<file path="src/design/pbc_pkg.sv">
// proximity beep cadence: shared widths, constants, register codes and stage types
// no dependencies; imported by every module of the block

package pbc_pkg;

  localparam int unsigned WidthW   = 16;
  localparam int unsigned NowW     = 32;
  localparam int unsigned DistW    = 18;
  localparam int unsigned TenthsW  = 14;
  localparam int unsigned WaitW    = 15;
  localparam int unsigned CfgIdxW  = 4;
  localparam int unsigned CfgDataW = 16;

  localparam int unsigned DistProdW = WidthW + 9;
  localparam int unsigned DistShift = 6;
  localparam int unsigned WaitProdW = TenthsW + 22;
  localparam int unsigned WaitShift = 20;

  localparam logic [WidthW-1:0]   ECHO_TIMEOUT_US = 16'd30000;
  localparam logic [8:0]          DIST_MUL        = 9'd281;
  localparam logic [DistW-1:0]    DIST_MAX        = 18'd262143;
  // 14 * ceil(2^20 / 5): scale by 14 and divide by 5 in one constant product
  localparam logic [21:0]         WAIT_MUL        = 22'd2936024;
  localparam logic [WaitW-1:0]    WAIT_BASE       = 15'd40;

  localparam logic [15:0] THRESHOLD_RESET = 16'd2560;
  localparam logic [15:0] ON_TIME_RESET   = 16'd60;

  typedef enum logic [CfgIdxW-1:0] {
    CFG_ALERT_THRESHOLD = 4'd0,
    CFG_BEEP_ON_TIME    = 4'd1
  } cfg_idx_e;

  typedef struct packed {
    logic [15:0] alert_threshold;
    logic [15:0] beep_on_time;
  } cfg_t;

  typedef struct packed {
    logic [WidthW-1:0] echo_width;
    logic [NowW-1:0]   now_ms;
  } echo_t;

  typedef struct packed {
    logic              measured;
    logic [DistW-1:0]  distance;
    logic [NowW-1:0]   now_ms;
  } dist_t;

  typedef struct packed {
    logic              measured;
    logic [DistW-1:0]  distance;
    logic [WaitW-1:0]  wait_ms;
    logic [NowW-1:0]   now_ms;
  } wait_t;

  typedef struct packed {
    logic             measured;
    logic [DistW-1:0] distance_q8;
    logic             in_alert;
    logic             buzzer;
  } result_t;

endpackage

</file>
<file path="src/design/pbc_if.sv">
// proximity beep cadence: valid/ready channel interfaces for echo, result and config
// depends on pbc_pkg for field widths

interface pbc_echo_if;
  import pbc_pkg::*;
  logic              valid;
  logic              ready;
  logic [WidthW-1:0] echo_width;
  logic [NowW-1:0]   now_ms;
  modport source (output valid, output echo_width, output now_ms, input ready);
  modport sink   (input valid, input echo_width, input now_ms, output ready);
endinterface

interface pbc_result_if;
  import pbc_pkg::*;
  logic             valid;
  logic             ready;
  logic             measured;
  logic [DistW-1:0] distance_q8;
  logic             in_alert;
  logic             buzzer;
  modport source (output valid, output measured, output distance_q8, output in_alert,
                  output buzzer, input ready);
  modport sink   (input valid, input measured, input distance_q8, input in_alert,
                  input buzzer, output ready);
endinterface

interface pbc_cfg_if;
  import pbc_pkg::*;
  logic                valid;
  logic                ready;
  logic [CfgIdxW-1:0]  index;
  logic [CfgDataW-1:0] data;
  modport source (output valid, output index, output data, input ready);
  modport sink   (input valid, input index, input data, output ready);
endinterface

</file>
<file path="src/design/pbc_dist.sv">
// proximity beep cadence: input register and echo validity / distance computation
// depends on pbc_pkg

module pbc_dist
  import pbc_pkg::*;
(
  input  logic  clk_i,
  input  logic  rst_ni,
  input  logic  valid_i,
  output logic  ready_o,
  input  echo_t echo_i,
  output logic  valid_o,
  input  logic  ready_i,
  output dist_t dist_o
);

  logic                 valid_q;
  echo_t                echo_q;
  logic [DistProdW-1:0] prod;
  logic [DistW:0]       dist_raw;
  logic                 measured;

  assign ready_o = !valid_q || ready_i;

  always_ff @(posedge clk_i or negedge rst_ni) begin
    if (!rst_ni) begin
      valid_q <= 1'b0;
    end else if (ready_o) begin
      valid_q <= valid_i;
    end
  end

  always_ff @(posedge clk_i) begin
    if (valid_i && ready_o) begin
      echo_q <= echo_i;
    end
  end

  always_comb begin
    measured = (echo_q.echo_width != '0) && (echo_q.echo_width <= ECHO_TIMEOUT_US);
    prod     = DistProdW'(echo_q.echo_width) * DistProdW'(DIST_MUL);
    dist_raw = prod[DistProdW-1:DistShift];
    dist_o.measured = measured;
    dist_o.now_ms   = echo_q.now_ms;
    if (!measured) begin
      dist_o.distance = '0;
    end else if (dist_raw > {1'b0, DIST_MAX}) begin
      dist_o.distance = DIST_MAX;
    end else begin
      dist_o.distance = dist_raw[DistW-1:0];
    end
  end

  assign valid_o = valid_q;

endmodule

</file>
<file path="src/design/pbc_wait.sv">
// proximity beep cadence: distance register and off-time (wait) computation
// depends on pbc_pkg

module pbc_wait
  import pbc_pkg::*;
(
  input  logic  clk_i,
  input  logic  rst_ni,
  input  logic  valid_i,
  output logic  ready_o,
  input  dist_t dist_i,
  output logic  valid_o,
  input  logic  ready_i,
  output wait_t wait_o
);

  logic                 valid_q;
  dist_t                dist_q;
  logic [DistW+3:0]     dist_x10;
  logic [TenthsW-1:0]   tenths;
  logic [WaitProdW-1:0] prod;

  assign ready_o = !valid_q || ready_i;

  always_ff @(posedge clk_i or negedge rst_ni) begin
    if (!rst_ni) begin
      valid_q <= 1'b0;
    end else if (ready_o) begin
      valid_q <= valid_i;
    end
  end

  always_ff @(posedge clk_i) begin
    if (valid_i && ready_o) begin
      dist_q <= dist_i;
    end
  end

  always_comb begin
    dist_x10 = {1'b0, dist_q.distance, 3'b000} + {3'b000, dist_q.distance, 1'b0};
    tenths   = dist_x10[DistW+3:8];
    // floor(tenths * 14 / 5) via reciprocal
    prod     = WaitProdW'(tenths) * WaitProdW'(WAIT_MUL);
    wait_o.measured = dist_q.measured;
    wait_o.distance = dist_q.distance;
    wait_o.now_ms   = dist_q.now_ms;
    wait_o.wait_ms  = WAIT_BASE + prod[WaitShift+WaitW-1:WaitShift];
  end

  assign valid_o = valid_q;

endmodule

</file>
<file path="src/design/pbc_cadence.sv">
// proximity beep cadence: alert decision, buzzer toggle state and result register
// depends on pbc_pkg

module pbc_cadence
  import pbc_pkg::*;
(
  input  logic    clk_i,
  input  logic    rst_ni,
  input  cfg_t    cfg_i,
  input  logic    valid_i,
  output logic    ready_o,
  input  wait_t   wait_i,
  output logic    valid_o,
  input  logic    ready_i,
  output result_t result_o
);

  logic            valid_q;
  wait_t           wait_q;
  logic            out_valid_q;
  result_t         result_q;
  result_t         result_d;
  logic            active_q;
  logic            active_d;
  logic [NowW-1:0] last_q;
  logic [NowW-1:0] last_d;
  logic [NowW-1:0] elapsed;
  logic            alert;
  logic            out_free;
  logic            advance;

  assign out_free = !out_valid_q || ready_i;
  assign advance  = valid_q && out_free;
  assign ready_o  = !valid_q || out_free;

  always_comb begin
    alert    = wait_q.measured && ({2'b00, cfg_i.alert_threshold} > wait_q.distance);
    elapsed  = wait_q.now_ms - last_q;
    active_d = active_q;
    last_d   = last_q;
    if (!alert) begin
      active_d = 1'b0;
    end else if (active_q) begin
      if (elapsed >= NowW'(cfg_i.beep_on_time)) begin
        active_d = 1'b0;
        last_d   = wait_q.now_ms;
      end
    end else if (elapsed >= NowW'(wait_q.wait_ms)) begin
      active_d = 1'b1;
      last_d   = wait_q.now_ms;
    end
    result_d.measured    = wait_q.measured;
    result_d.distance_q8 = wait_q.distance;
    result_d.in_alert    = alert;
    result_d.buzzer      = active_d;
  end

  always_ff @(posedge clk_i or negedge rst_ni) begin
    if (!rst_ni) begin
      valid_q     <= 1'b0;
      out_valid_q <= 1'b0;
      active_q    <= 1'b0;
      last_q      <= '0;
    end else begin
      if (ready_o) begin
        valid_q <= valid_i;
      end
      if (out_free) begin
        out_valid_q <= valid_q;
      end
      if (advance) begin
        active_q <= active_d;
        last_q   <= last_d;
      end
    end
  end

  always_ff @(posedge clk_i) begin
    if (valid_i && ready_o) begin
      wait_q <= wait_i;
    end
    if (advance) begin
      result_q <= result_d;
    end
  end

  assign valid_o  = out_valid_q;
  assign result_o = result_q;

endmodule

</file>
<file path="src/design/proximity_beep_cadence.sv">
// proximity beep cadence: top level with configuration registers and stage chain
// depends on pbc_pkg, pbc_if, pbc_dist, pbc_wait and pbc_cadence

// Takes one echo reading per cycle while the input is ready and returns one result
// per reading, in order. A reading passes the input, distance and wait registers
// and is then offered from the result register until it is taken. The pipeline
// holds an input register, a distance stage (constant multiply by 281), a wait
// stage (off time from the tenths value by one constant product) and a decision
// stage whose buzzer state and last-toggle time close a loop through their own
// registers, so back-to-back readings see each other's toggles exactly. A full
// result register does not stop the stages before it from filling. Configuration
// writes are taken every cycle; unknown register indexes are ignored.

module proximity_beep_cadence
  import pbc_pkg::*;
(
  input  logic                clk_i,
  input  logic                rst_ni,
  pbc_echo_if.sink            in_i,
  pbc_result_if.source        out_o,
  pbc_cfg_if.sink             cfg_i
);

  cfg_t    cfg_q;
  echo_t   echo;
  dist_t   dist_s;
  wait_t   wait_s;
  result_t result;
  logic    dist_valid;
  logic    dist_ready;
  logic    wait_valid;
  logic    wait_ready;

  assign cfg_i.ready = 1'b1;

  always_ff @(posedge clk_i or negedge rst_ni) begin
    if (!rst_ni) begin
      cfg_q.alert_threshold <= THRESHOLD_RESET;
      cfg_q.beep_on_time    <= ON_TIME_RESET;
    end else if (cfg_i.valid && cfg_i.ready) begin
      unique case (cfg_idx_e'(cfg_i.index))
        CFG_ALERT_THRESHOLD: cfg_q.alert_threshold <= cfg_i.data;
        CFG_BEEP_ON_TIME:    cfg_q.beep_on_time    <= cfg_i.data;
        default: ;
      endcase
    end
  end

  assign echo.echo_width = in_i.echo_width;
  assign echo.now_ms     = in_i.now_ms;

  pbc_dist u_dist (
    .clk_i   (clk_i),
    .rst_ni  (rst_ni),
    .valid_i (in_i.valid),
    .ready_o (in_i.ready),
    .echo_i  (echo),
    .valid_o (dist_valid),
    .ready_i (dist_ready),
    .dist_o  (dist_s)
  );

  pbc_wait u_wait (
    .clk_i   (clk_i),
    .rst_ni  (rst_ni),
    .valid_i (dist_valid),
    .ready_o (dist_ready),
    .dist_i  (dist_s),
    .valid_o (wait_valid),
    .ready_i (wait_ready),
    .wait_o  (wait_s)
  );

  pbc_cadence u_cadence (
    .clk_i    (clk_i),
    .rst_ni   (rst_ni),
    .cfg_i    (cfg_q),
    .valid_i  (wait_valid),
    .ready_o  (wait_ready),
    .wait_i   (wait_s),
    .valid_o  (out_o.valid),
    .ready_i  (out_o.ready),
    .result_o (result)
  );

  assign out_o.measured    = result.measured;
  assign out_o.distance_q8 = result.distance_q8;
  assign out_o.in_alert    = result.in_alert;
  assign out_o.buzzer      = result.buzzer;

  assert property (@(posedge clk_i) disable iff (!rst_ni)
    out_o.valid && out_o.buzzer |-> out_o.in_alert && out_o.measured)
    else $error("buzzer sounding outside alert");

  assert property (@(posedge clk_i) disable iff (!rst_ni)
    out_o.valid && !out_o.measured |-> out_o.distance_q8 == '0 && !out_o.in_alert)
    else $error("unmeasured result carries distance or alert");

  assert property (@(posedge clk_i) disable iff (!rst_ni)
    out_o.valid && out_o.measured
      |-> out_o.in_alert == (out_o.distance_q8 < {2'b00, cfg_q.alert_threshold}))
    else $error("alert flag disagrees with threshold");

endmodule

</file>
<file path="src/flat_wrapper.sv">
// flat-port wrapper written by rule: the top's interface ports become plain ports
module proximity_beep_cadence_flat import pbc_pkg::*;
  (clk_i, rst_ni, in_i_valid, in_i_echo_width, in_i_now_ms, in_i_ready, out_o_valid, out_o_measured, out_o_distance_q8, out_o_in_alert, out_o_buzzer, out_o_ready, cfg_i_valid, cfg_i_index, cfg_i_data, cfg_i_ready);
  pbc_echo_if in_i_i ();
  pbc_result_if out_o_i ();
  pbc_cfg_if cfg_i_i ();
  input  logic clk_i;
  input  logic rst_ni;
  input wire logic [$bits(in_i_i.valid)-1:0] in_i_valid;
  input wire logic [$bits(in_i_i.echo_width)-1:0] in_i_echo_width;
  input wire logic [$bits(in_i_i.now_ms)-1:0] in_i_now_ms;
  output wire logic [$bits(in_i_i.ready)-1:0] in_i_ready;
  output wire logic [$bits(out_o_i.valid)-1:0] out_o_valid;
  output wire logic [$bits(out_o_i.measured)-1:0] out_o_measured;
  output wire logic [$bits(out_o_i.distance_q8)-1:0] out_o_distance_q8;
  output wire logic [$bits(out_o_i.in_alert)-1:0] out_o_in_alert;
  output wire logic [$bits(out_o_i.buzzer)-1:0] out_o_buzzer;
  input wire logic [$bits(out_o_i.ready)-1:0] out_o_ready;
  input wire logic [$bits(cfg_i_i.valid)-1:0] cfg_i_valid;
  input wire logic [$bits(cfg_i_i.index)-1:0] cfg_i_index;
  input wire logic [$bits(cfg_i_i.data)-1:0] cfg_i_data;
  output wire logic [$bits(cfg_i_i.ready)-1:0] cfg_i_ready;
  assign in_i_i.valid = in_i_valid;
  assign in_i_i.echo_width = in_i_echo_width;
  assign in_i_i.now_ms = in_i_now_ms;
  assign in_i_ready = in_i_i.ready;
  assign out_o_valid = out_o_i.valid;
  assign out_o_measured = out_o_i.measured;
  assign out_o_distance_q8 = out_o_i.distance_q8;
  assign out_o_in_alert = out_o_i.in_alert;
  assign out_o_buzzer = out_o_i.buzzer;
  assign out_o_i.ready = out_o_ready;
  assign cfg_i_i.valid = cfg_i_valid;
  assign cfg_i_i.index = cfg_i_index;
  assign cfg_i_i.data = cfg_i_data;
  assign cfg_i_ready = cfg_i_i.ready;
  proximity_beep_cadence u_core (.clk_i(clk_i), .rst_ni(rst_ni), .in_i(in_i_i), .out_o(out_o_i), .cfg_i(cfg_i_i));
endmodule
</file>
<file path="config.mk">
export PLATFORM = sky130hd
export DESIGN_NAME = proximity_beep_cadence_flat
export DESIGN_NICKNAME = d
export VERILOG_FILES = /design/src/design/pbc_pkg.sv /design/src/design/pbc_if.sv /design/src/design/pbc_dist.sv /design/src/design/pbc_wait.sv /design/src/design/pbc_cadence.sv /design/src/design/proximity_beep_cadence.sv /design/src/flat_wrapper.sv
export SDC_FILE = /design/constraint.sdc
export NUM_CORES = 1
export LEC_CHECK = 0
export BUFFER_PORTS_ARGS = -buffer_cell sky130_fd_sc_hd__buf_2
export CORE_MARGIN = 4
export CORE_UTILIZATION = 57
export CTS_CLUSTER_SIZE = 24
export DETAILED_ROUTE_END_ITERATION = 7
export PLACE_DENSITY = 0.78
export SLEW_MARGIN = 20
export SYNTH_ARGS = -nofsm -noshare
export SYNTH_HDL_FRONTEND = slang
export SYNTH_HIERARCHICAL = 1
export SYNTH_SLANG_ARGS = --single-unit
</file>
<file path="constraint.sdc">
create_clock -name clk_i -period 9 [get_ports clk_i]
set_clock_uncertainty 0.1 [all_clocks]
set_input_delay 0.9 -clock clk_i [delete_from_list [all_inputs] [get_ports clk_i]]
set_output_delay 0.9 -clock clk_i [all_outputs]
set_load 0.02 [all_outputs]
</file>
Word-level counts from Yosys, hierarchy flattened
Cells that the tools add are included.

storage, ports and cells
  bits in latches = 0
  word-level logic and storage cells = 61
  memories = 0
  RAM bits = 0
  memory bits (read-only) = 0
  output and inout port bits = 24
  bits in registers = 255
  input port bits = 73

operators by class
  multiplexer cells = 8
  reduce and logical (&&, ||, !) cells = 20
  $mul = 2
  shift operators = 0
  divide/modulo/power cells = 0
  order comparisons = 5
  bitwise logic cells = 0
  eq/ne operators = 2
  add/sub/neg operators = 3

operator list
  operator                                                                            number
  32-bit two-way mux                                                                  3
  32-bit by 15-bit >= comparator with 1-bit output                                    1
  32-bit by 16-bit >= comparator with 1-bit output                                    1
  14-bit by 19-bit multiplier with 32-bit output, second input constant               1
  32-bit subtractor                                                                   1
  16-bit by 9-bit multiplier with 25-bit output, second input constant                1
  21-bit by 19-bit adder with 22-bit output                                           1
  19-bit by 18-bit > comparator with 1-bit output, second input constant              1
  16-bit by 18-bit > comparator with 1-bit output                                     1
  18-bit two-way mux                                                                  1
  16-bit by 15-bit less-or-equal comparator with 1-bit output, second input constant  1
  16-bit nonzero test                                                                 1
  6-bit by 15-bit adder with 15-bit output, first input constant                      1
  1-bit logical AND                                                                   6
  4-bit by 1-bit equality test with 1-bit output, second input constant               1
  1-bit logical NOT                                                                   4
  4-bit logical NOT                                                                   1
  1-bit logical OR                                                                    4
  1-bit two-way mux                                                                   4
  2-bit AND reduction                                                                 2
  4-bit AND reduction                                                                 1
  2-bit by 1-bit != test with 1-bit output, second input constant                     1
  2-bit nonzero test                                                                  1

Longest topological paths before layout
Gate-level depths: netlist (run 1).

  depth in word-level cells = 6
  gate-level depth with buffers = 37
  mapped depth without buffers = 36

Modules after synthesis
The synthesis (run 1) kept the hierarchy.

modules (own cells, without submodules)
  module                  area an instance (sq um)  sequential area each (sq um)  instances  cells each
  pbc_cadence             7323.3                    3488.3                        1          656
  pbc_wait                6975.4                    1556.5                        1          671
  pbc_dist                4409.2                    1466.4                        1          409
  proximity_beep_cadence  1296.2                    808.3                         1          72

Worst setup path before layout (run 1)
Ideal clock, no wire load.

  path type = register to register
  start = register u_core.u_wait.dist_q (netlist bit u_core/u_wait/wait_o[50])
  end = register u_core/u_cadence/wait_q[46] (netlist bit) (data pin)
  path buffers = 0
  slack = -0.019 ns
  data required time = 8.632 ns
  library setup time = 0.268 ns
  period minus slack after synthesis = 9.019 ns
  stages on the path, launching flop included = 35
  arrival time = 8.651 ns
  cell sequence = edfxtp_1 > ha_1 > a211o_1 > and2_1 > o311ai_1 > a31oi_1 > nand4_1 > nand4b_1 > a21oi_1 > nor2b_1 > o21ai_0 > xnor2_1 > ha_1 > inv_1 > fa_1 > inv_1 > fa_1 > inv_1 > fa_1 > inv_1 > fa_1 > inv_1 > fa_1 > inv_1 > ha_1 > a21oi_1 > o21ai_1 > a311o_1 > a2111o_1 > o21a_1 > nor2_1 > nand4b_2 > o31a_1 > a211oi_1 > xnor3_1

RTL lines
  item                    RTL line           source
  start, declared         pbc_wait.sv:18     dist_t dist_q;
  start signal, assigned  pbc_wait.sv:35     dist_q <= dist_i;
  end signal, assigned    pbc_cadence.sv:80  wait_q <= wait_i;
  end, declared           pbc_cadence.sv:19  wait_t wait_q;

==> summary.md, run 1 <==
| Metric | Value |
|---|---|
| Max-capacitance violation count | 0 |
| Hold Crit Endpoint | u_core/u_wait/wait_o[18] |
| Core outline area | 34500 µm² |
| Post-DR vias/cell | approximately 5.7 |
| Antenna violations before repair | 1 |
| Max Slew Vio Count | 0 |
| Worst EP arrival | between 8 and 9 ns |
| CTS root buf | clkbuf_16 |
| Reg2reg start | u_core/u_wait/wait_o[52] |
| Hold path depth | 0 |
| CTS Hold Buffers Added | 0 |
| Drc violations | 0 |
| Global-route wire length before repair | 71.8 mm |
| Vias in the first global route | 14000 |
| Peak per-stage delay on the critical path | about 0.54 ns |
| Crit path kind | reg -> reg |
| Multi-input gate area | 11300 µm² |
| Synth Instances | 1808 |
| Synthesis-stage register bit count | 255 |
| Syn Nets | 2268 |
| Top-area cell type share of the netlist area | 0.279 |
| Maximum clock frequency | 114 MHz |
| Sequential element share of the synthesized area | 0.366 |
| FFs w/ async S/R, synth | 0.271 |
| Outcome | finished, final reports clean |
| HP Start | u_core/u_dist/dist_o[18] |
| Endpoints failing setup | 0 |
| Die X-Extent | 195 µm |
| Max Buffers Root-to-Sink | 3 |
| Post-synth top cells | 320 x inv_1, 287 x ha_1, 186 x edfxtp_1 |
| Final Hold Vio Count | 0 |
| Largest net degree at the start of global routing | 70 |
| Worst-Skew Late Latency | 0.54 ns |
| Number of core rows | 68 |
| DR vias | 13600 |
| Headroom to the max-slew limit | 0.386 |
| Buf/Inv on CP | 8 |
| Die height | roughly 200 µm |
| Worst Reg2Reg Path Length in Cells | 36 |
| Most frequent cell after synthesis | inv_1 |
| Worst Setup Start Kind | flop |
| Fillers | between 2000 and 3000 |
| Leading area contributor after synthesis | edfxtp_1 |
| Die footprint | 38200 µm² |
| Syn Area/Cell | roughly 11 µm² |
| Post-DP HPWL | 35.5 mm |
| Crit end category | flop |
| Pre-Repair DR Iteration Count | 6 |
| Worst Path Max Fanout | 5 |
| Num ports | 97 |
| Syn Std Cell Area | ~20000 µm² |
| Post-synth top flop | edfxtp_1 |
| Gr usage total | 0.232 |
| Total grt overflow | 0 |
| Yosys warnings | 6 |
| Starting density of the core | 0.579 |
| TritonCTS clock tree | done |
| Crit-path leading delay family | adder cells |
| Worst r2r dst | u_core/u_cadence/wait_q[46] |
| Number of distinct library cells after synthesis | 91 |
| Setup WS pre-CTS | -0.329 ns |
| Sequential standard cell area | 7320 µm² |
| Worst Path Required | a little over 9 ns |
| Area Growth Syn to Fin | 11.3% |
| Slowest library cell on the worst path | fa_1 |
| Clock sinks | 255 |
| Setup WS post-layout | 0.265 ns |
| Clock transition at the registers of the reported paths | 0.06 ns |
| Initial DRC Count | 877 |
| Final core occ | 0.645 |
| Fin crit period | approximately 8.7 ns |
| Final nets | 2394 |
| PortBufs | 95 |
| Routability Congestion | roughly 0.97 |
| CTS buffer count | 25 |
| Worst-margin pin slew | 0.921 ns |
| Worst Hold Class | reg -> reg |
| Reg-to-reg setup timing slack | approximately 0.27 ns |
| Area contributors post-synth | edfxtp_1 28%, ha_1 18%, fa_1 10% |
| Crit share post-route | 0.971 |
| CP dominant cell by count | fa_1 |
| Total wire length | 44.9 mm |
| Post-route ant nets | 0 |
| Post-synth EDFFs | 186 |
| H-tree depth | 1 |
| Avg WL per Cell | 18.6 µm |
| Layout cell share with drive strength beyond 1 | 0.187 |
-- layout make-up --
cell class | count | share of cell area
multi-input combinational | 1171 | 0.510
clock buffer | 32 | 0.0325
antenna | 1 | 0.000112
sequential | 255 | 0.329
inverter | 320 | 0.0539
clock inverter | 14 | 0.00483
tap | 455 | 0.0256
timing repair buffer | 161 | 0.0448
-- what timing repair did --
item                                    CTS  global route
pin swaps                                 3            29
buffers inserted                          1            11
gates resized for setup                   9            46
endpoints found under the setup margin    3             6
cloned                                    0             0
-- how the worst max path moves through the flow --
stage | from | endpoint | slack, ns | depth (start not counted)
2_1_floorplan | u_core/u_wait/wait_o[50] | u_core/u_cadence/wait_q[46] | 0.08 | 34
6_report | u_core/u_wait/wait_o[52] | u_core/u_cadence/wait_q[46] | 0.27 | 36
3_3_place_gp | u_core/u_wait/wait_o[50] | u_core/u_cadence/wait_q[46] | -0.22 | 34
5_1_grt | u_core/u_wait/wait_o[52] | u_core/u_cadence/wait_q[46] | -0.05 | 37
4_1_cts | u_core/u_wait/wait_o[52] | u_core/u_cadence/wait_q[46] | 0.09 | 36
3_5_place_dp | u_core/u_wait/wait_o[50] | u_core/u_cadence/wait_q[46] | -0.33 | 34
-- per-layer routing --
metal	track usage	wire length (µm)	vias up
met4	0.0654	1460	0
met2	0.390	21600	396
li1	-	-	6531
met1	0.311	19400	6616
met5	0	0	-
met3	0.0407	2370	86
-- per-stage QoR --
| step | cells | setup TNS [ns] | hold slack (ns) | area (µm²) |
|---|---|---|---|---|
| 6_report | 2409 | 0 | 0.313 | 22300 |
| 3_3_place_gp | 2349 | -0.215 | 0.303 | 21000 |
| 5_1_grt | 2409 | -0.0534 | 0.311 | 22300 |
| 2_1_floorplan | 1808 | 0 | 0.300 | 20000 |
| 3_5_place_dp | 2349 | -0.435 | 0.305 | 21000 |
| 4_1_cts | 2396 | 0 | 0.305 | 21900 |
-- layout by cell type, fill, tap and decap left out, drive strengths merged, types with 27 or more instances in the layout --
| cell type | instances |
|---|---|
| inv | 323 |
| ha | 287 |
| edfxtp | 186 |
| buf | 161 |
| a21oi | 122 |
| fa | 100 |
| nand2 | 74 |
| mux2 | 64 |
| dfrtp | 63 |
| nor2 | 62 |
| o21ai | 60 |
| xnor2 | 40 |
| nand4 | 37 |
| clkbuf | 32 |
| a21o | 30 |
| xor2 | 28 |
| nor3 | 28 |
| nand3 | 27 |
-- logic make-up (layout without fill, tap and decap cells) --
logic type / Yosys count / after routing / share of synthesized area
flops: 255 / 255 / 0.366
other cells: 1 / 2 / 0.000187
mux: 71 / 71 / 0.0468
buf+inv: 382 / 527 / 0.0822
xor+xnor: 69 / 69 / 0.0313
fa+ha+maj: 387 / 387 / 0.280
simple gates: 319 / 319 / 0.0855
compound gates: 324 / 324 / 0.109
-- registers in the layout (all words and copies together), names as in the netlist, 16 cells and up --
signal / flops
u_core/u_cadence/wait_q: 47
u_core/u_cadence/result_o: 21
u_core/u_cadence/result_d: 19
u_core/u_wait/wait_o: 51
u_core/u_dist/dist_o: 32
u_core/u_cadence/last_q: 32
u_core/u_dist/echo_q: 16
u_core/cfg_q: 32
Power of run 1 is left out: the tool's default activity adds up to more than one toggle a clock period on the data nets, which glitch-free logic cannot reach.
==> run 2, diff against run 1 <==
--- a/config.mk
+++ b/config.mk
@@ -11,6 +11,7 @@
 export CTS_CLUSTER_SIZE = 24
 export DETAILED_ROUTE_END_ITERATION = 7
 export PLACE_DENSITY = 0.78
+export SETUP_SLACK_MARGIN = 0.4
 export SLEW_MARGIN = 20
 export SYNTH_ARGS = -nofsm -noshare
 export SYNTH_HDL_FRONTEND = slang
==> run 2 against run 1 <==
  * Worst hold slack worse by 0.016 ns
  * Critical path type unchanged
  * Flip-flop and latch count unchanged
  * Sequential share of layout area down 0.12 points
  * Maximum frequency up 0.64%
==> summary.md, run 2 (synthesis results as in run 1) <==
| Metric | Value |
|---|---|
| Max reg flops | 51 (unchanged) |
| Gr usage total | 0.238 (+0.00595) |
| Vias in the first global route | 13900 (-0.66%) |
| Buf/Inv on CP | 6 (-2) |
| Crit path kind | reg -> reg |
| Most frequent cells in the layout | 314 x inv_1, 278 x ha_1, 186 x edfxtp_1 |
| Max Buffers Root-to-Sink | 3 (unchanged) |
| TritonCTS clock tree | done |
| Placed Area | 21000 µm² (about the same) |
| Worst-Skew Late Latency | 0.55 ns (about the same) |
| Pre-Repair DR Iteration Count | 5 (-1) |
| Max-capacitance violation count | 0 (unchanged) |
| Reg2reg start | u_core/u_wait/wait_o[50] |
| Worst Path Required | 9.19 ns (about the same) |
| RSZ-0062 raised after global routing | yes |
| Global-route wire length before repair | 73.2 mm (+2.0%) |
| Crit end category | flop |
| Num ports | 97 (unchanged) |
| Clock transition at the registers of the reported paths | 0.06 ns (about the same) |
| Area Growth Syn to Fin | 11.7% |
| Reg-to-reg setup timing slack | 0.32 ns (+0.06 ns) |
| DR vias | 13500 (-0.60%) |
| Drc violations | 0 (unchanged) |
| Hold Crit Endpoint | u_core/u_wait/wait_o[14] |
| H-tree depth | 1 (unchanged) |
| Total grt overflow | 0 (unchanged) |
| Crit-path leading delay family | adder cells |
| Worst-margin pin slew | 0.981 ns (+0.0598 ns) |
| Clock sinks | 255 (unchanged) |
| Post-route ant nets | 0 (unchanged) |
| Number of core rows | 68 (unchanged) |
| Starting density of the core | 0.579 (unchanged) |
| Worst Setup Start Kind | flop |
| CP dominant cell by count | inv_1 |
| CTS root buf | clkbuf_16 |
| HP Start | u_core/u_dist/dist_o[14] |
| Placed Cells | 2342 (-0.30%) |
| Outcome | finished, final reports clean |
| Worst r2r dst | u_core/u_cadence/wait_q[46] |
| Avg WL per Cell | 19.0 µm (+1.9%) |
| Worst Path Max Fanout | 4 (-1) |
| Total wire length | 45.9 mm (+2.2%) |
| Headroom to the max-slew limit | 0.341 (-0.0448) |
| Die height | 195 µm (unchanged) |
| Maximum clock frequency | 115 MHz (+0.64%) |
| Initial DRC Count | 863 (-1.6%) |
| Final Cell Area | 22400 µm² (+0.38%) |
| Final Hold Vio Count | 0 (unchanged) |
| PortBufs | 95 (unchanged) |
| Worst Reg2Reg Path Length in Cells | 34 (-5.6%) |
| Post-DP HPWL | 36.6 mm (+3.1%) |
| Fin crit period | 8.68 ns (-0.0560 ns) |
| Die footprint | 38200 µm² (unchanged) |
| Hold path depth | 0 (unchanged) |
| Final nets | 2400 (+0.25%) |
| Max Slew Vio Count | 0 (unchanged) |
| Final instance count without filler cells | 2416 (+0.29%) |
| Endpoints failing setup | 0 (unchanged) |
| Core outline area | 34500 µm² (unchanged) |
| Routability Congestion | 0.936 (-3.6%) |
| Commonest non-fill, non-tap cell in the layout | inv_1 |
| Peak per-stage delay on the critical path | 0.53 ns (about the same) |
| Largest net degree at the start of global routing | 70 (unchanged) |
| CP Depth | 34 (-5.6%) |
| CTS buffer count | 26 (+4.0%) |
| Worst Hold Class | reg -> reg |
| Slowest library cell on the worst path | fa_1 |
| Layout cell share with drive strength beyond 1 | 0.189 (+0.00188) |
| Post-DR vias/cell | 5.61 (-0.89%) |
| Die X-Extent | 195 µm (unchanged) |
| Antenna violations before repair | 2 (+1) |
| CTS Hold Buffers Added | 0 (unchanged) |
| Crit share post-route | 0.964 (-0.00622) |
| Worst EP arrival | 8.87 ns (-0.05 ns) |
[run 2: cell count changes in the layout (fill, tap and decap cells not counted), sizes merged]
| cell | delta |
|---|---|
| buf | +5 |
| bufinv | +3 |
| inv | -3 |
| clkinv | +2 |
[run 2: layout make-up]
cell class	count	area, µm²
Inverter	320	1200
Sequential cell	255	7320
Tap cell	455	569
Clock buffer	32	673
Antenna cell	1	2.50
Timing Repair Buffer	166	1010
Multi-Input combinational cell	1171	11400
Fill cell	2705	12200
Clock inverter	16	195
[run 2: through the flow]
step                      hold WS (ns)  setup slack, ns  utilization  setup TNS [ns]
after floorplan                  0.300            0.435            -               0
after global placement           0.303            0.112        0.609               0
after detailed placement         0.305          -0.0676        0.609         -0.0676
after CTS                        0.306            0.402        0.642               0
after global routing             0.306           0.0864        0.647               0
final                            0.297            0.321        0.647               0
[run 2: worst max path at each step]
stage	from	end	slack, ns
6_report	u_core/u_wait/wait_o[50]	u_core/u_cadence/wait_q[46]	0.32
5_1_grt	u_core/u_wait/wait_o[50]	u_core/u_cadence/wait_q[46]	0.09
4_1_cts	u_core/u_wait/wait_o[50]	u_core/u_cadence/wait_q[46]	0.40
3_5_place_dp	u_core/u_wait/wait_o[50]	u_core/u_cadence/wait_q[46]	-0.07
3_3_place_gp	u_core/u_wait/wait_o[50]	u_core/u_cadence/wait_q[46]	0.11
2_1_floorplan	u_core/u_wait/wait_o[50]	u_core/u_cadence/wait_q[46]	0.44
[run 2: metal layers]
metal  vias up  part of all wire  global-route usage
met1      6582              0.46               0.341
met4         2             0.030              0.0628
met5         -           0.00028                   0
met2       340              0.46               0.381
li1       6538                 -                   -
met3        85             0.050              0.0366
[run 2: what timing repair did]
| action | 4_1_cts | 5_1_grt |
|---|---|---|
| endpoints found under the setup margin | 6 | 7 |
| pin swaps | 24 | 14 |
| resized for setup | 25 | 26 |
| buffers inserted | 17 | 8 |
Power of run 2 is left out for the same reason.
==> run 3, diff against run 2 <==
--- a/config.mk
+++ b/config.mk
@@ -6,11 +6,14 @@
 export NUM_CORES = 1
 export LEC_CHECK = 0
 export BUFFER_PORTS_ARGS = -buffer_cell sky130_fd_sc_hd__buf_2
-export CORE_MARGIN = 4
-export CORE_UTILIZATION = 57
+export CELL_PAD_IN_SITES_DETAIL_PLACEMENT = 1
+export CELL_PAD_IN_SITES_GLOBAL_PLACEMENT = 2
+export CORE_MARGIN = 3
+export CORE_UTILIZATION = 39
+export CTS_CLUSTER_DIAMETER = 100
 export CTS_CLUSTER_SIZE = 24
 export DETAILED_ROUTE_END_ITERATION = 7
-export PLACE_DENSITY = 0.78
+export PLACE_DENSITY_LB_ADDON = 0.1
 export SETUP_SLACK_MARGIN = 0.4
 export SLEW_MARGIN = 20
 export SYNTH_ARGS = -nofsm -noshare
==> run 3 against run 2 <==
  * Routed wire length is 14% higher
  * Count of clock-buffer cells in the layout down 9
  * Setup slack worse by 0.095 ns
  * Cell count rose by 8.6%
  * Highest routed layer is now met4
  * Critical path depth did not move
  * Maximum frequency decreased by 1.1%
  * Register-to-register slack worse by 0.095 ns
  * First-iteration DRC count fell by 35%
  * Worst hold slack worse by 0.23 ns
  * Via count decreased by 1.1%
  * Non-clock buffer count is 11 higher
==> summary.md, run 3 (synthesis results as in run 1) <==
| Metric | Value |
|---|---|
| Outcome | finished, final reports clean |
| Post-DR vias/cell | 5.11 (-8.9%) |
| PortBufs | 95 (unchanged) |
| Sequential standard cell area | 7320 µm² (unchanged) |
| Final Hold Vio Count | 0 (unchanged) |
| Max reg flops | 51 (unchanged) |
| Peak per-stage delay on the critical path | 0.51 ns (-0.02 ns) |
| Area Growth Syn to Fin | 12.6% |
| Die footprint | 54000 µm² (+42%) |
| Num ports | 97 (unchanged) |
| Vias in the first global route | 14600 (+5.2%) |
| DR vias | 13400 (-1.1%) |
| Number of core rows | 82 (+21%) |
| Core outline area | 50400 µm² (+46%) |
| Final nets | 2402 (+0.083%) |
| CTS Hold Buffers Added | 0 (unchanged) |
| Drc violations | 0 (unchanged) |
| TritonCTS clock tree | done |
| Clock sinks | 255 (unchanged) |
| H-tree depth | 1 (unchanged) |
| Worst Path Max Fanout | 5 (+1) |
| Commonest non-fill, non-tap cell in the layout | inv_1 |
| Multi-input gate area | 11500 µm² (+1.1%) |
| Gr usage total | 0.193 (-0.0450) |
| Setup WS pre-CTS | -0.133 ns (-0.0653 ns) |
| Total wire length | 52.2 mm (+14%) |
| N_diodes | 0 (-1) |
| Layout cell share with drive strength beyond 1 | 0.197 (+0.00846) |
| Worst-Skew Late Latency | 0.53 ns (-0.02 ns) |
| Avg WL per Cell | 19.9 µm (+4.9%) |
| CTS buffer count | 17 (-35%) |
| Max Buffers Root-to-Sink | 3 (unchanged) |
| Post-route ant nets | 0 (unchanged) |
| Crit share post-route | 0.975 (+0.0106) |
| Sum Neg Setup Slack | 0 ns (unchanged) |
| Most frequent cells in the layout | 309 x inv_1, 272 x ha_1, 186 x edfxtp_1 |
| Post-DP HPWL | 42.2 mm (+15%) |
| Worst r2r dst | u_core/u_cadence/wait_q[46] |
| Crit end category | flop |
| Reg2reg start | u_core/u_wait/wait_o[50] |
| Final instance count without filler cells | 2624 (+8.6%) |
| Largest net degree at the start of global routing | 67 (-4.3%) |
| Fin crit period | 8.77 ns (+0.0953 ns) |
| Fillers | 5491 (+100%) |
| Crit path launch | u_core/u_wait/wait_o[50] |
| Max Slew Vio Count | 0 (unchanged) |
| Slowest library cell on the worst path | fa_1 |
| Worst EP arrival | 8.93 ns (+0.06 ns) |
| Max-capacitance violation count | 0 (unchanged) |
| Setup WS post-layout | 0.226 ns (-0.0953 ns) |
| RSZ-0062 raised after global routing | yes |
| Starting density of the core | 0.397 (-0.182) |
| Worst Hold Class | in -> async |
| Headroom to the max-slew limit | 0.307 (-0.0336) |
| Maximum clock frequency | 114 MHz (-1.1%) |
| Routability Congestion | 0.838 (-10%) |
| Pre-Repair DR Iteration Count | 4 (-1) |
| Die X-Extent | 232 µm (+19%) |
| Die height | 232 µm (+19%) |
| Worst-margin pin slew | 1.03 ns (+0.0500 ns) |
| Antenna violations before repair | 1 (-1) |
| Initial DRC Count | 558 (-35%) |
| Total grt overflow | 0 (unchanged) |
| Placed Cells | 2552 (+9.0%) |
| Clock transition at the registers of the reported paths | 0.09 ns (+0.03 ns) |
| Worst Path Required | 9.16 ns (-0.03 ns) |
| CP dominant cell by count | fa_1 |
| Worst Reg2Reg Path Length in Cells | 34 (unchanged) |
| CTS root buf | clkbuf_16 |
| Reg-to-reg setup timing slack | 0.23 ns (-0.10 ns) |
| Crit path kind | reg -> reg |
| Worst Setup Start Kind | flop |
| Endpoints failing setup | 0 (unchanged) |
| Global-route wire length before repair | 81.7 mm (+12%) |
run 3: cell types whose count changed in the layout (fill, tap and decap cells not counted), moves of 4 or more:
cell / previous run / this run
ha_4: 7 / 11
clkinv_2: 7 / 0
inv_2: 6 / 10
bufinv_16: 4 / 0
buf_4: 71 / 81
ha_1: 278 / 272
inv_1: 314 / 309
fa_2: 0 / 4
fa_1: 100 / 96
clkbuf_16: 26 / 17
run 3: repair_timing:
action,CTS,global route
setup buffers,20,23
endpoints found under the setup margin,5,8
gates resized for setup,22,56
pin swaps,27,50
run 3: how the worst max path moves through the flow:
stage | endpoint | slack [ns] | cells after the start
floorplan | u_core/u_cadence/wait_q[46] | 0.44 | 34
global placement | u_core/u_cadence/wait_q[46] | 0.05 | 34
detailed placement | u_core/u_cadence/wait_q[46] | -0.13 | 34
CTS | u_core/u_cadence/wait_q[46] | 0.40 | 34
global route | u_core/u_cadence/wait_q[46] | -0.15 | 35
finish | u_core/u_cadence/wait_q[46] | 0.23 | 34
run 3: worst max-delay path: cells and delay by family, from the launching register on:
kind	cells	cell delay, ns
xor+xnor	2	0.39
buf+inv	6	0.27
flops	1	0.41
fa+ha+maj	8	3.40
compound gates	11	2.97
simple gates	7	0.96
run 3: cell type report:
cell class	instances	area share
sequential	255	0.325
multi-input combinational	1171	0.511
inverter	320	0.0534
timing repair buffer	177	0.0489
clock buffer	23	0.0199
clock inverter	6	0.00456
tap	672	0.0373
run 3: stage by stage:
| step | instance area [µm²] | hold slack [ns] | util |
|---|---|---|---|
| 6_report | 22500 | 0.0622 | 0.447 |
| 5_1_grt | 22500 | 0.0301 | 0.447 |
| 4_1_cts | 22100 | 0.0292 | 0.438 |
| 3_5_place_dp | 21300 | 0.306 | 0.422 |
| 3_3_place_gp | 21300 | 0.303 | 0.422 |
| 2_1_floorplan | 20100 | 0.300 | - |
run 3: metal layers:
layer / track usage / part of all wire / vias up
li1: - / - / 6515
met1: 0.258 / 0.46 / 6716
met2: 0.341 / 0.50 / 120
met3: 0.0185 / 0.019 / 47
met4: 0.0371 / 0.019 / 0
met5: 0 / 0 / -
Power of run 3 is left out for the same reason.
